## config.mk

```make
export PLATFORM = sky130hd
export DESIGN_NAME = mvsu_div
export DESIGN_NICKNAME = d
export VERILOG_FILES = /design/src/rtl/mvsu_pkg.sv /design/src/rtl/mvsu_div.sv
export SDC_FILE = /design/constraint.sdc
export NUM_CORES = 1
export LEC_CHECK = 0
export ABC_AREA = 0
export BUFFER_PORTS_ARGS = -buffer_cell sky130_fd_sc_hd__buf_2
export CAP_MARGIN = 20
export CORE_ASPECT_RATIO = 1.4
export CORE_MARGIN = 1
export CORE_UTILIZATION = 50
export DETAILED_ROUTE_END_ITERATION = 6
export PLACE_DENSITY_LB_ADDON = 0.1
export SLEW_MARGIN = 20
export SYNTH_ARGS = -nofsm -noshare
export SYNTH_HDL_FRONTEND = slang
export SYNTH_SLANG_ARGS = --single-unit
```

## constraint.sdc

```tcl
create_clock -name i_clk -period 4.92 [get_ports i_clk]
set_input_delay 0.984 -clock i_clk [delete_from_list [all_inputs] [get_ports i_clk]]
set_output_delay 0.984 -clock i_clk [all_outputs]
set_load 0.03 [all_outputs]
```

## src/rtl/mvsu_pkg.sv

```systemverilog
// ----------------------------------------------------------------------------
// mvsu_pkg
// Types, register codes, reset values and helper functions for the voxel
// source update pipeline.
// ----------------------------------------------------------------------------
package mvsu_pkg;

    typedef struct packed {
        logic signed [15:0] prolif_in;
        logic signed [15:0] infil_in;
        logic signed [15:0] necro_in;
        logic signed [15:0] oxygen_in;
        logic signed [15:0] grey_in;
        logic signed [15:0] white_in;
        logic signed [15:0] diffusion_term;
        logic        [15:0] growth_coef;
        logic               last_in;
    } t_vox_in;

    typedef struct packed {
        logic signed [15:0] prolif_out;
        logic signed [15:0] infil_out;
        logic signed [15:0] necro_out;
        logic        [14:0] oxygen_out;
        logic signed [15:0] grey_out;
        logic signed [15:0] white_out;
        logic               last_out;
    } t_vox_out;

    typedef enum logic [2:0] {
        CFG_TIME_STEP       = 3'd0,
        CFG_HYPOXIA_LEVEL   = 3'd1,
        CFG_INVASION_LEVEL  = 3'd2,
        CFG_TRANSITION_RATE = 3'd3,
        CFG_RETURN_RATE     = 3'd4,
        CFG_DEATH_RATE      = 3'd5,
        CFG_OXYGEN_SUPPLY   = 3'd6,
        CFG_OXYGEN_USE      = 3'd7
    } t_cfg_idx;

    localparam logic [15:0] RST_TIME_STEP       = 16'd655;
    localparam logic [14:0] RST_HYPOXIA_LEVEL   = 15'd11469;
    localparam logic [14:0] RST_INVASION_LEVEL  = 15'd11469;
    localparam logic [15:0] RST_TRANSITION_RATE = 16'd409;
    localparam logic [15:0] RST_RETURN_RATE     = 16'd409;
    localparam logic [15:0] RST_DEATH_RATE      = 16'd4096;
    localparam logic [15:0] RST_OXYGEN_SUPPLY   = 16'd4096;
    localparam logic [15:0] RST_OXYGEN_USE      = 16'd4096;

    localparam logic signed [15:0] HEALTHY_MIN = 16'sd163;
    localparam longint unsigned    Q30_ONE     = 64'd1 << 30;

    // quotient bits and latency of the fraction divider
    localparam int DIV_QB  = 16;
    localparam int DIV_LAT = DIV_QB + 2;

    typedef struct packed {
        logic signed [15:0] p;
        logic signed [15:0] i;
        logic signed [15:0] n;
        logic signed [15:0] ox;
        logic signed [15:0] g;
        logic signed [15:0] w;
        logic signed [15:0] dif;
        logic        [15:0] rho;
        logic               last;
    } t_pass;

    typedef struct packed {
        logic signed [39:0] big_g;
        logic signed [39:0] hg;
        logic signed [39:0] hw;
        logic signed [15:0] g;
        logic signed [15:0] w;
        logic signed [15:0] p_new;
        logic signed [15:0] i_new;
        logic signed [15:0] n_new;
        logic        [14:0] ox_new;
        logic               last;
    } t_hold;

    typedef struct packed {
        logic neg;
        logic zero;
        logic ovf;
    } t_div_ctl;

    // exp(-u) in Q30: fifth-order series of exp(-u/64), then squared six times
    function automatic longint unsigned exp_q30(input longint unsigned u);
        longint unsigned v;
        longint unsigned t;
        longint unsigned pos;
        longint unsigned neg;
        longint unsigned e;
        v   = u >> 6;
        t   = Q30_ONE;
        pos = Q30_ONE;
        neg = 0;
        t   = (t * v) >> 30;
        neg = neg + t;
        t   = ((t * v) >> 30) / 2;
        pos = pos + t;
        t   = ((t * v) >> 30) / 3;
        neg = neg + t;
        t   = ((t * v) >> 30) / 4;
        pos = pos + t;
        t   = ((t * v) >> 30) / 5;
        neg = neg + t;
        e   = pos - neg;
        for (int k = 0; k < 6; k++) begin
            e = (e * e) >> 30;
        end
        return e;
    endfunction

    // clamp to +-0.125 and offset to 0..4095
    function automatic logic [11:0] clamp_off(input logic signed [17:0] d);
        logic [11:0] r;
        if (d < -18'sd2048) begin
            r = 12'd0;
        end else if (d > 18'sd2047) begin
            r = 12'hFFF;
        end else begin
            r = {~d[11], d[10:0]};
        end
        return r;
    endfunction

    function automatic logic signed [15:0] sat16(input logic signed [31:0] v);
        logic signed [15:0] r;
        if (v > 32'sd32767) begin
            r = 16'sh7FFF;
        end else if (v < -32'sd32768) begin
            r = 16'sh8000;
        end else begin
            r = v[15:0];
        end
        return r;
    endfunction

    function automatic logic [14:0] clamp_ox(input logic signed [31:0] v);
        logic [14:0] r;
        if (v < 32'sd0) begin
            r = 15'd0;
        end else if (v > 32'sd32767) begin
            r = 15'h7FFF;
        end else begin
            r = v[14:0];
        end
        return r;
    endfunction

endpackage

```

## src/rtl/mvsu_div.sv

```systemverilog
// ----------------------------------------------------------------------------
// mvsu_div
// Pipelined restoring divider for the healthy-tissue fraction
// num*16384/den, truncated toward zero and saturated to 16 bits.
// ----------------------------------------------------------------------------
module mvsu_div import mvsu_pkg::*; (
    input  logic               i_clk,
    input  logic signed [15:0] i_num,
    input  logic signed [16:0] i_den,
    input  logic               i_en,
    output logic signed [15:0] o_frac
);

    logic [29:0]       r_rem [0:DIV_QB];
    logic [16:0]       r_dv  [0:DIV_QB];
    logic [DIV_QB-1:0] r_q   [0:DIV_QB];
    t_div_ctl          r_ctl [0:DIV_QB];

    logic [15:0] w_anum;
    logic [16:0] w_aden;
    t_div_ctl    n_ctl;

    assign w_anum = i_num[15] ? 16'(-i_num) : 16'(i_num);
    assign w_aden = i_den[16] ? 17'(-i_den) : 17'(i_den);

    always_comb begin
        n_ctl.neg  = i_num[15] ^ i_den[16];
        n_ctl.zero = !i_en || (i_den == 17'sd0) || (i_num == 16'sd0);
        n_ctl.ovf  = {2'b00, w_anum} >= {w_aden, 1'b0, 1'b0};
    end

    always_ff @(posedge i_clk) begin
        r_rem[0] <= {w_anum, 14'd0};
        r_dv[0]  <= w_aden;
        r_q[0]   <= '0;
        r_ctl[0] <= n_ctl;
    end

    for (genvar s = 0; s < DIV_QB; s++) begin : g_step
        localparam int SH = DIV_QB - 1 - s;
        logic [32:0]       w_sub;
        logic [DIV_QB-1:0] n_q;

        assign w_sub = {3'b000, r_rem[s]} - ({16'd0, r_dv[s]} << SH);

        always_comb begin
            n_q     = r_q[s];
            n_q[SH] = !w_sub[32];
        end

        always_ff @(posedge i_clk) begin
            r_rem[s+1] <= w_sub[32] ? r_rem[s] : w_sub[29:0];
            r_dv[s+1]  <= r_dv[s];
            r_q[s+1]   <= n_q;
            r_ctl[s+1] <= r_ctl[s];
        end
    end

    logic w_big;
    assign w_big = r_ctl[DIV_QB].ovf || r_q[DIV_QB][DIV_QB-1];

    always_ff @(posedge i_clk) begin
        if (r_ctl[DIV_QB].zero) begin
            o_frac <= 16'sd0;
        end else if (r_ctl[DIV_QB].neg) begin
            o_frac <= w_big ? 16'sh8000 : 16'(-$signed({1'b0, r_q[DIV_QB]}));
        end else begin
            o_frac <= w_big ? 16'sh7FFF : $signed(r_q[DIV_QB]);
        end
    end

endmodule

```

==> run summary, run 1 <==
POWER AND IR DROP
------------------------------------------------------------------------------------
PwrDens                                                                 702.0 mW/mm^2
Maximum VDD drop                                                           0.3380 mV
Leak Pwr                                                                    17.27 nW
Post-layout power                                                           27.36 mW

STA
------------------------------------------------------------------------------------
Aggregate negative setup slack                                                  0 ps
Final critical-path required period                                          3897 ps
Transition time at the pin with the least slew margin                        1103 ps
Final worst path period share                                                 0.7921
Final-report hold violation count                                                  0
Slew Limit Headroom                                                           0.2576
Final count of pins violating max slew                                             0
Setup violators final                                                              0
Post-layout worst setup margin                                               1023 ps
Unrepaired setup endpoints after global routing                                   no
Skew final                                                                  35.73 ps
Fmax                                                                       256.6 MHz

PLACE
------------------------------------------------------------------------------------
Number of buffer cells added on primary ports                                     50
Post-Place Cells                                                               4,531
Routability congestion estimate from global placement                         0.9501
Setup Slack @ Placement                                                     377.4 ps
DP Wirelength                                                              57,260 um
Area of placed instances                                                0.03622 mm^2

ROUTE
------------------------------------------------------------------------------------
Number of detailed-routing iterations run before antenna repair                    7
Post-DR wirelength/cell                                                     15.68 um
First-iteration detailed-routing DRC count                                     1,222
Routed Wire Length                                                         73,360 um
Post-route DRC                                                                     0
Avg Vias per Cell                                                              5.353
Vias after detailed routing                                                   25,047
Routed Antenna Nets                                                                0

LOGIC SYNTHESIS
------------------------------------------------------------------------------------
Net count after synthesis                                                      3,912
Cell types occupying the most area after synthesis                      dfxtp_1 (47%), ha_1 (9.7%), inv_1 (3.8%)
Number of warnings printed during yosys synthesis                                  0
Mapped Avg Cell Area                                                      9.712 um^2
Number of synthesized flops with an enable pin                                     0
Count of different cell masters after synthesis                                   87
Share of async-settable or async-resettable flops after synthesis                  0
Most common cell in the synthesized netlist                                  dfxtp_1
Gate count after technology mapping                                            3,591
Top cell type's share of synthesized area                                     0.4718
Post-synthesis sequential area ratio                                          0.4718
Flops & latches, synth                                                           822
Most frequent cells after synthesis                                     dfxtp_1 (822), inv_1 (356), ha_1 (271)
Post-synthesis instance area                                            0.03488 mm^2
Top cell type by total area after synthesis                                  dfxtp_1
Most used flip-flop cell after synthesis                                     dfxtp_1

FLOORPLAN
------------------------------------------------------------------------------------
Floorplan row count                                                              114
Chip Height                                                                 314.5 um
Number of placed I/O pins                                                         51
Core area                                                               0.06904 mm^2
Die area                                                                0.07083 mm^2
Die Span X                                                                  225.2 um
Initial cell density of the core                                              0.5052

CLOCKING
------------------------------------------------------------------------------------
Clock transition at the registers of the reported paths                        60 ps
H-tree Lvls                                                                        3
Max Buffers Root-to-Sink                                                           3
Number of sinks handled by clock tree synthesis                                  822
Clock tree root driver cell                                                clkbuf_16
TritonCTS clock tree                                                            done
CTS-repair resized insts                                                           0
Number of buffers inserted for hold repair after clock tree synthesis              0
Inserted Clock Buffers                                                            80
Worst-Skew Late Latency                                                       660 ps
Number of setup buffers added after CTS                                            0

GRT
------------------------------------------------------------------------------------
First-pass GRT wire length                                                120,200 um
Overall global routing resource usage                                         0.2095
Largest net degree at the start of global routing                                 34
Vias in the first global route                                                25,879
Total gr overflow                                                                  0
Initial antenna violation count                                                    0

CRITICAL PATH
------------------------------------------------------------------------------------
Crit Path Class                                                           reg -> reg
Worst Setup End Kind                                                        register
Maximum net fanout on the critical path                                           19
Arrival time of data at the critical path endpoint                           4410 ps
Element type at the critical path start                                     register
Data required, critical path                                                 5430 ps

FINISH
------------------------------------------------------------------------------------
Share of final-layout standard cells stronger than drive strength 1          0.09360
Fin cells                                                                      4,679
Fillcell total                                                                 6,150
Post-layout net count                                                          4,006
Fin area                                                                0.03898 mm^2
Layout overhead on the synthesized area                                       11.76%

STATUS
------------------------------------------------------------------------------------
Result of the run                                                          completed

HOLD PATH
------------------------------------------------------------------------------------
Worst hold path class                                                     reg -> reg

JOB
------------------------------------------------------------------------------------
Max cap viols                                                                      0

## per-layer routing
| layer | up-vias | global-route usage | share of wire |
|---|---|---|---|
| met5 | - | 0 | 0 |
| met1 | 11778 | 0.1891 | 0.36 |
| met4 | 0 | 0.1215 | 0.047 |
| met2 | 421 | 0.4295 | 0.56 |
| li1 | 12639 | - | - |
| met3 | 209 | 0.03015 | 0.030 |
## registers in the layout, indices dropped and copies added, names as in the netlist
name	count
r_rem	347
r_dv	272
r_q	136
r_ctl	51
o_frac	16
## report_power, final
| part | total (mW) | internal (mW) | switching, mW |
|---|---|---|---|
| registers | 9.90 | 8.71 | 1.20 |
| logic | 11.2 | 5.18 | 6.06 |
| clock network | 6.21 | 3.54 | 2.67 |
| total | 27.4 | 17.4 | 9.93 |
## area by class of cell
| class | count | area, um^2 | area share |
|---|---|---|---|
| sequential | 822 | 16460 | 0.4222 |
| multi-input combinational | 2358 | 16890 | 0.4334 |
| timing repair buffer | 64 | 359.1 | 0.009213 |
| clock buffer | 112 | 2262 | 0.05804 |
| clock inverter | 35 | 496.7 | 0.01274 |
| tap | 928 | 1161 | 0.02979 |
| antenna | 1 | 2.502 | 0.00006420 |
| inverter | 359 | 1348 | 0.03457 |
## critical path: stages (launching register included)
cell and delay, ps:
dfxtp_1 320, inv_1 40, ha_1 350, a21o_1 210, or3_1 290, o21ai_0 410, o2111ai_1 240, nand2_1 170
o311a_1 590, clkinv_1 690, mux2_2 470
## final timing paths
path	start	endpoint	slack, ps	cells past startpoint
max	r_dv[0][124]	r_rem[0][259]	1020	10
min	r_q[0][46]	r_q[0][62]	310	0
max reg2reg	r_dv[0][124]	r_rem[0][259]	1020	10
min reg2reg	r_q[0][46]	r_q[0][62]	310	0
## metrics by stage
step | utilization | hold slack, ps
finish | 0.5646 | 308.8
global route | 0.5646 | 303.3
CTS | 0.5646 | 306.2
detailed placement | 0.5246 | 312.1
global placement | 0.5244 | 309.5
floorplan | - | 309.6
## logic make-up (layout without fill, tap and decap cells)
kind of cell / count (synthesis) / after routing / synth area share
mux: 109 / 109 / 0.03476
fa+ha+maj: 287 / 287 / 0.1062
other cells: 0 / 1 / 0
xor+xnor: 254 / 254 / 0.06379
simple gates: 908 / 908 / 0.1295
compound gates: 800 / 800 / 0.1494
flops: 822 / 822 / 0.4718
buf+inv: 411 / 570 / 0.04456
## placed cells by master (no fill, tap or decap), types with 76 or more instances in the layout
master,synthesis,layout
ha_1,271,271
nor2_1,249,249
inv_1,356,356
clkbuf_16,0,80
a21oi_1,205,204
xor2_1,118,118
o21a_1,76,76
mux2_2,97,97
xnor2_1,136,136
nand2_1,227,227
nor3_1,78,77
dfxtp_1,822,822
o21ai_0,186,185
Power figures use the tool's default switching activity.
==> run 2: changes to the inputs <==
- clock period: 4.92 -> 4.1 ns (I/O delays scaled with it)
==> run 2 against run 1 <==
Power grew 20%. Combinational power rose by 21%. Clock-buffer cell count down 2. Core utilization is 0.16 points higher. Global-route usage is 0.15 points higher. Clock skew shrank 7.7 ps. Wire length rose by 0.46%. Non-clock buffer count up 17. Hold slack worse by 8.4 ps. Largest power group unchanged. Highest routed layer is now met5.
==> run summary, run 2 (synthesized netlist as in run 1, its figures left out) <==
CLOCKING
------------------------------------------------------------------------------------
Clock tree root driver cell                                                clkbuf_16
TritonCTS clock tree                                                            done
Worst-Skew Late Latency                                                       660 ps   about the same
Number of buffers inserted for hold repair after clock tree synthesis              0   unchanged
Max Buffers Root-to-Sink                                                           3   unchanged
H-tree Lvls                                                                        3   unchanged
Number of setup buffers added after CTS                                            0   unchanged
Clock transition at the registers of the reported paths                        70 ps   about the same
Number of sinks handled by clock tree synthesis                                  822   unchanged
Inserted Clock Buffers                                                            79   -1.3%
CTS-repair resized insts                                                           0   unchanged

FLOORPLAN
------------------------------------------------------------------------------------
Floorplan row count                                                              114   unchanged
Chip Height                                                                 314.5 um   unchanged
Die Span X                                                                  225.2 um   unchanged
Number of placed I/O pins                                                         51   unchanged
Initial cell density of the core                                              0.5052   unchanged
Core area                                                               0.06904 mm^2   unchanged
Die area                                                                0.07083 mm^2   unchanged

FINISH
------------------------------------------------------------------------------------
Post-layout net count                                                          4,022   +0.40%
Commonest cells after routing, fill and taps aside                      dfxtp_1 (822), inv_1 (356), ha_1 (271)
Layout overhead on the synthesized area                                       12.08%
Regs by FF count                                                        r_rem x347, r_dv x272, r_q x136
Leading cell type in the layout, fill and taps excluded                      dfxtp_1
Share of final-layout standard cells stronger than drive strength 1          0.09777   +0.004168
Fillcell total                                                                 6,141   -0.15%
Top reg by flops                                                               r_rem
Fin area                                                                0.03909 mm^2   +0.28%
Final antenna diode count                                                          0   -1
Max reg flops                                                                    347   unchanged

PLACE
------------------------------------------------------------------------------------
Number of buffer cells added on primary ports                                     50   unchanged
DP Wirelength                                                              57,360 um   +0.17%
Routability congestion estimate from global placement                         0.8987   -5.4%
Setup Slack @ Placement                                                    -186.8 ps   -564.2 ps
Area of placed instances                                                0.03634 mm^2   +0.34%

GRT
------------------------------------------------------------------------------------
First-pass GRT wire length                                                121,300 um   +0.94%
Overall global routing resource usage                                         0.2110   +0.001526
Largest net degree at the start of global routing                                 32   -5.9%
Vias in the first global route                                                25,974   +0.37%
Initial antenna violation count                                                    3   +3
Total gr overflow                                                                  0   unchanged

ROUTE
------------------------------------------------------------------------------------
Routed Wire Length                                                         73,700 um   +0.46%
Number of detailed-routing iterations run before antenna repair                    7   unchanged
Post-route DRC                                                                     0   unchanged
First-iteration detailed-routing DRC count                                     1,049   -14%
Post-DR wirelength/cell                                                     15.71 um   +0.18%
Vias after detailed routing                                                   25,200   +0.61%
Routed Antenna Nets                                                                0   unchanged
Avg Vias per Cell                                                              5.371   +0.33%

CRITICAL PATH
------------------------------------------------------------------------------------
Element type at the critical path start                                   input port
Data required, critical path                                                 4640 ps   -790 ps
Worst Setup End Kind                                                        register
Maximum net fanout on the critical path                                            3   -16
Crit Path Class                                                            in -> reg
Arrival time of data at the critical path endpoint                           4170 ps   -240 ps

POWER AND IR DROP
------------------------------------------------------------------------------------
Maximum VDD drop                                                           0.3609 mV   +6.8%
Post-layout power                                                           32.96 mW   +20%
PwrDens                                                                 843.2 mW/mm^2   +20%
Leak Pwr                                                                    17.35 nW   +0.46%

STA
------------------------------------------------------------------------------------
Skew final                                                                  28.07 ps   -7.661 ps
Post-layout worst setup margin                                              467.5 ps   -555.2 ps
Fmax                                                                       275.3 MHz
Final critical-path required period                                          3632 ps
Slew Limit Headroom                                                           0.3337   +0.07616
Unrepaired setup endpoints after global routing                                   no
Setup violators final                                                              0   unchanged
Transition time at the pin with the least slew margin                       990.2 ps   -113.2 ps
Final-report hold violation count                                                  0   unchanged
Final count of pins violating max slew                                             0   unchanged
Final worst path period share                                                 0.8860

JOB
------------------------------------------------------------------------------------
Max cap viols                                                                      0   unchanged

STATUS
------------------------------------------------------------------------------------
Result of the run                                                          completed

HOLD PATH
------------------------------------------------------------------------------------
Worst hold path class                                                      in -> reg

==> run 2: changes by cell type in the layout (fill, tap and decap cells not counted) <==
cell,previous run,this run
clkinv_8,0,1
inv_16,0,1
clkbuf_1,18,15
clkinv_4,1,2
clkinv_16,7,5
bufinv_16,5,6
diode_2,1,0
buf_6,1,0
buf_4,13,31
clkinvlp_4,7,6
clkinv_2,15,13
clkbuf_16,80,79
clkbuf_8,14,16
==> run 2: final timing paths <==
path                     from  slack, ps       endpoint  cells after the start
setup reg to reg  r_dv[0][69]        590  r_rem[0][167]                     11
setup / recovery     i_den[5]        470    r_ctl[0][0]                     12
hold reg to reg   r_ctl[6][0]        310    r_ctl[7][0]                      0
hold / removal       i_num[0]        300   r_rem[0][14]                      1
==> run 2: layout make-up <==
cell class | instances | area, um^2 | share of cell area
Clock buffer | 110 | 2253 | 0.05765
Sequential cell | 822 | 16460 | 0.4210
Tap cell | 928 | 1161 | 0.02971
Multi-Input combinational cell | 2358 | 16890 | 0.4322
Inverter | 359 | 1348 | 0.03447
Timing Repair Buffer | 81 | 483.0 | 0.01236
Clock inverter | 34 | 494.2 | 0.01264
==> run 2: metrics by stage <==
step                      TNS [ps]  hold WS, ps  instances  utilization
after floorplan                  0        309.6       3591            -
after global placement      -133.2        309.6       4548       0.5264
after detailed placement    -186.8        312.1       4548       0.5264
after CTS                        0        257.3       4692       0.5662
after global routing             0        282.1       4692       0.5662
final                            0        300.5       4692       0.5662
==> run 2: routing by layer <==
layer	part of all wire	global-route usage	wire, um
met5	0.00056	0	41
met4	0.046	0.1130	3393
met3	0.029	0.03136	2174
met2	0.56	0.4300	41150
met1	0.37	0.1958	26940
==> run 2: worst max-delay path: stages <==
cell	delay, ps
buf_2	100
or4_4	530
or3_4	350
or3_4	330
o21ai_0	270
xor2_1	140
ha_1	320
and3_1	160
nand3_1	100
o311a_1	360
maj3_2	320
a2111oi_2	360
==> run 2: report_power, final <==
group / internal (mW) / switching, mW
Sequential: 10.4 / 1.41
Combinational: 6.25 / 7.40
Clock: 4.29 / 3.16
Total: 21.0 / 12.0
==> run 3: changes to the inputs <==
- RECOVER_POWER: not set -> 50
- clock period: 4.1 -> 3.6 ns (I/O delays scaled with it)
==> run 3 against run 2 <==
Via count increased by 0.20%. Combinational power increased by 16%. Sequential cell count unchanged. Global-route usage about the same. Die area unchanged. Clock power increased by 17%. Register-to-register slack got worse by 330 ps. First-iteration DRC count decreased by 8.7%. Power increased by 16%. Critical path type is now reg -> reg. Critical endpoint is now r_rem[0][478]. Largest power group unchanged.
==> run summary, run 3 (synthesized netlist as in run 1, its figures left out) <==
STATUS
------------------------------------------------------------------------------------
Result of the run                                                          completed

FINISH
------------------------------------------------------------------------------------
Fillcell total                                                                 6,036   -1.7%
Final antenna diode count                                                          0   unchanged
Share of final-layout standard cells stronger than drive strength 1           0.1110   +0.01326
Regs by FF count                                                        r_rem x347, r_dv x272, r_q x136
Commonest cells after routing, fill and taps aside                      dfxtp_1 (822), inv_1 (355), ha_1 (271)
Leading cell type in the layout, fill and taps excluded                      dfxtp_1
Top reg by flops                                                               r_rem
Fin area                                                                0.03956 mm^2   +1.2%
Max reg flops                                                                    347   unchanged
Layout overhead on the synthesized area                                       13.44%
Fin cells                                                                      4,738   +0.98%
Post-layout net count                                                          4,064   +1.0%

FLOORPLAN
------------------------------------------------------------------------------------
Core area                                                               0.06904 mm^2   unchanged
Die Span X                                                                  225.2 um   unchanged
Die area                                                                0.07083 mm^2   unchanged
Number of placed I/O pins                                                         51   unchanged
Initial cell density of the core                                              0.5052   unchanged
Floorplan row count                                                              114   unchanged
Chip Height                                                                 314.5 um   unchanged

ROUTE
------------------------------------------------------------------------------------
Post-DR wirelength/cell                                                     15.70 um   about the same
Post-route DRC                                                                     0   unchanged
Avg Vias per Cell                                                              5.329   -0.77%
First-iteration detailed-routing DRC count                                       958   -8.7%
Routed Wire Length                                                         74,370 um   +0.92%
Vias after detailed routing                                                   25,250   +0.20%
Number of detailed-routing iterations run before antenna repair                    5   -2
Routed Antenna Nets                                                                0   unchanged

CLOCKING
------------------------------------------------------------------------------------
Clock tree root driver cell                                                clkbuf_16
Max Buffers Root-to-Sink                                                           3   unchanged
Clock transition at the registers of the reported paths                        60 ps   about the same
CTS-repair resized insts                                                           0   unchanged
TritonCTS clock tree                                                            done
Number of sinks handled by clock tree synthesis                                  822   unchanged
Number of buffers inserted for hold repair after clock tree synthesis              0   unchanged
Number of setup buffers added after CTS                                            0   unchanged
H-tree Lvls                                                                        3   unchanged
Inserted Clock Buffers                                                            79   unchanged
Worst-Skew Late Latency                                                       650 ps   about the same

POWER AND IR DROP
------------------------------------------------------------------------------------
Relative contribution of combinational cells to total power                    0.415   about the same
Maximum VDD drop                                                           0.4531 mV   +26%
Share of total power in the clock network                                      0.230   +0.004
PwrDens                                                                 962.5 mW/mm^2   +14%
Switching share of power                                                      0.3617   -0.001483
Int Power                                                                   24.31 mW   +16%
Leak Pwr                                                                    17.64 nW   +1.7%
Sequential share of power                                                      0.355   -0.005
NetSw                                                                       13.77 mW   +15%

STA
------------------------------------------------------------------------------------
Worst hold margin                                                           230.8 ps   -69.65 ps
Transition time at the pin with the least slew margin                       939.6 ps   -50.66 ps
Skew final                                                                  28.32 ps   +0.2521 ps
Setup violators final                                                              0   unchanged
Final worst path period share                                                 0.9291
Aggregate negative setup slack                                                  0 ps   unchanged
Fmax                                                                       299.0 MHz
Final count of pins violating max slew                                             0   unchanged
Final critical-path required period                                          3345 ps
Final-report hold violation count                                                  0   unchanged
Slew Limit Headroom                                                           0.3574   +0.02367

CRITICAL PATH
------------------------------------------------------------------------------------
Data required, critical path                                                 4170 ps   -470 ps
Arrival time of data at the critical path endpoint                           3920 ps   -250 ps
Element type at the critical path start                                     register
Reg-to-Reg Start                                                        r_dv[0][239]
Maximum net fanout on the critical path                                            5   +2
Depth of the worst register-to-register path                                      10   -1
Reg2reg end                                                             r_rem[0][478]
Worst Setup End Kind                                                        register
R2R Setup Slk                                                                 260 ps   -330 ps
Crit Path Class                                                           reg -> reg

PLACE
------------------------------------------------------------------------------------
DP Wirelength                                                              57,990 um   +1.1%
Post-Place Cells                                                               4,589   +0.90%
Area of placed instances                                                0.03668 mm^2   +0.92%
Number of buffer cells added on primary ports                                     50   unchanged
Routability congestion estimate from global placement                         0.9280   +3.3%

GRT
------------------------------------------------------------------------------------
Largest net degree at the start of global routing                                 31   -3.1%
Initial antenna violation count                                                    1   -2
Vias in the first global route                                                26,104   +0.50%
Total gr overflow                                                                  0   unchanged
First-pass GRT wire length                                                122,000 um   +0.53%
Overall global routing resource usage                                         0.2113   +0.0003305

JOB
------------------------------------------------------------------------------------
Max cap viols                                                                      0   unchanged

HOLD PATH
------------------------------------------------------------------------------------
Worst hold path endpoint                                                r_rem[0][14]
Hold wc startpoint                                                          i_num[0]
Worst hold path class                                                      in -> reg
Worst Hold Depth                                                                   1   unchanged

-- run 3: per-layer routing --
metal | wire [um] | global-route usage
met5 | 12 | 0
met3 | 1994 | 0.02725
met1 | 27020 | 0.1965
met4 | 3728 | 0.1209
met2 | 41620 | 0.4298
-- run 3: layout make-up --
type / count / area (um^2) / share of cell area
clock buffers: 99 / 2172 / 0.05490
clock inverters: 49 / 688.2 / 0.01739
inverters: 359 / 1351 / 0.03416
multi-input cells: 2359 / 16940 / 0.4281
flip-flops and latches: 822 / 16460 / 0.4160
well taps: 928 / 1161 / 0.02935
repair buffers: 122 / 798.3 / 0.02018
-- run 3: how the worst max path moves through the flow --
stage | start | endpoint | slack (ps) | depth (start not counted)
floorplan | i_den[5] | r_ctl[0][0] | -120 | 11
global placement | i_den[5] | r_ctl[0][0] | -360 | 12
detailed placement | i_den[5] | r_ctl[0][0] | -370 | 12
CTS | r_dv[0][239] | r_rem[0][463] | 170 | 9
global route | r_dv[0][239] | r_rem[0][464] | -0.4 | 10
finish | r_dv[0][239] | r_rem[0][478] | 260 | 10
-- run 3: power by group through the flow --
stage	clock network [mW]	registers (mW)	logic, mW
final	8.76	13.5	15.8
after CTS	9.01	13.5	15.8
after global routing	9.41	13.8	17.7
after global placement	0	13.7	15.2
after floorplan	0	13.1	12.3
after detailed placement	0	13.7	15.6
-- run 3: critical path, cell delays in order (launching register included) --
cell	delay (ps)
dfxtp_1	370
inv_1	60
ha_1	280
nor2b_1	140
o31ai_1	470
a21oi_1	250
a31o_2	340
o2111ai_2	490
nand3b_1	310
nor4_1	390
xor2_1	170
-- run 3: stage by stage --
stage	setup WS, ps	utilization	total power, mW
final	255.3	0.5731	38.08
after global routing	-0.4325	0.5731	40.88
after CTS	174.7	0.5727	38.31
after detailed placement	-374.0	0.5312	29.35
after global placement	-359.9	0.5312	28.86
after floorplan	-121.3	-	25.36
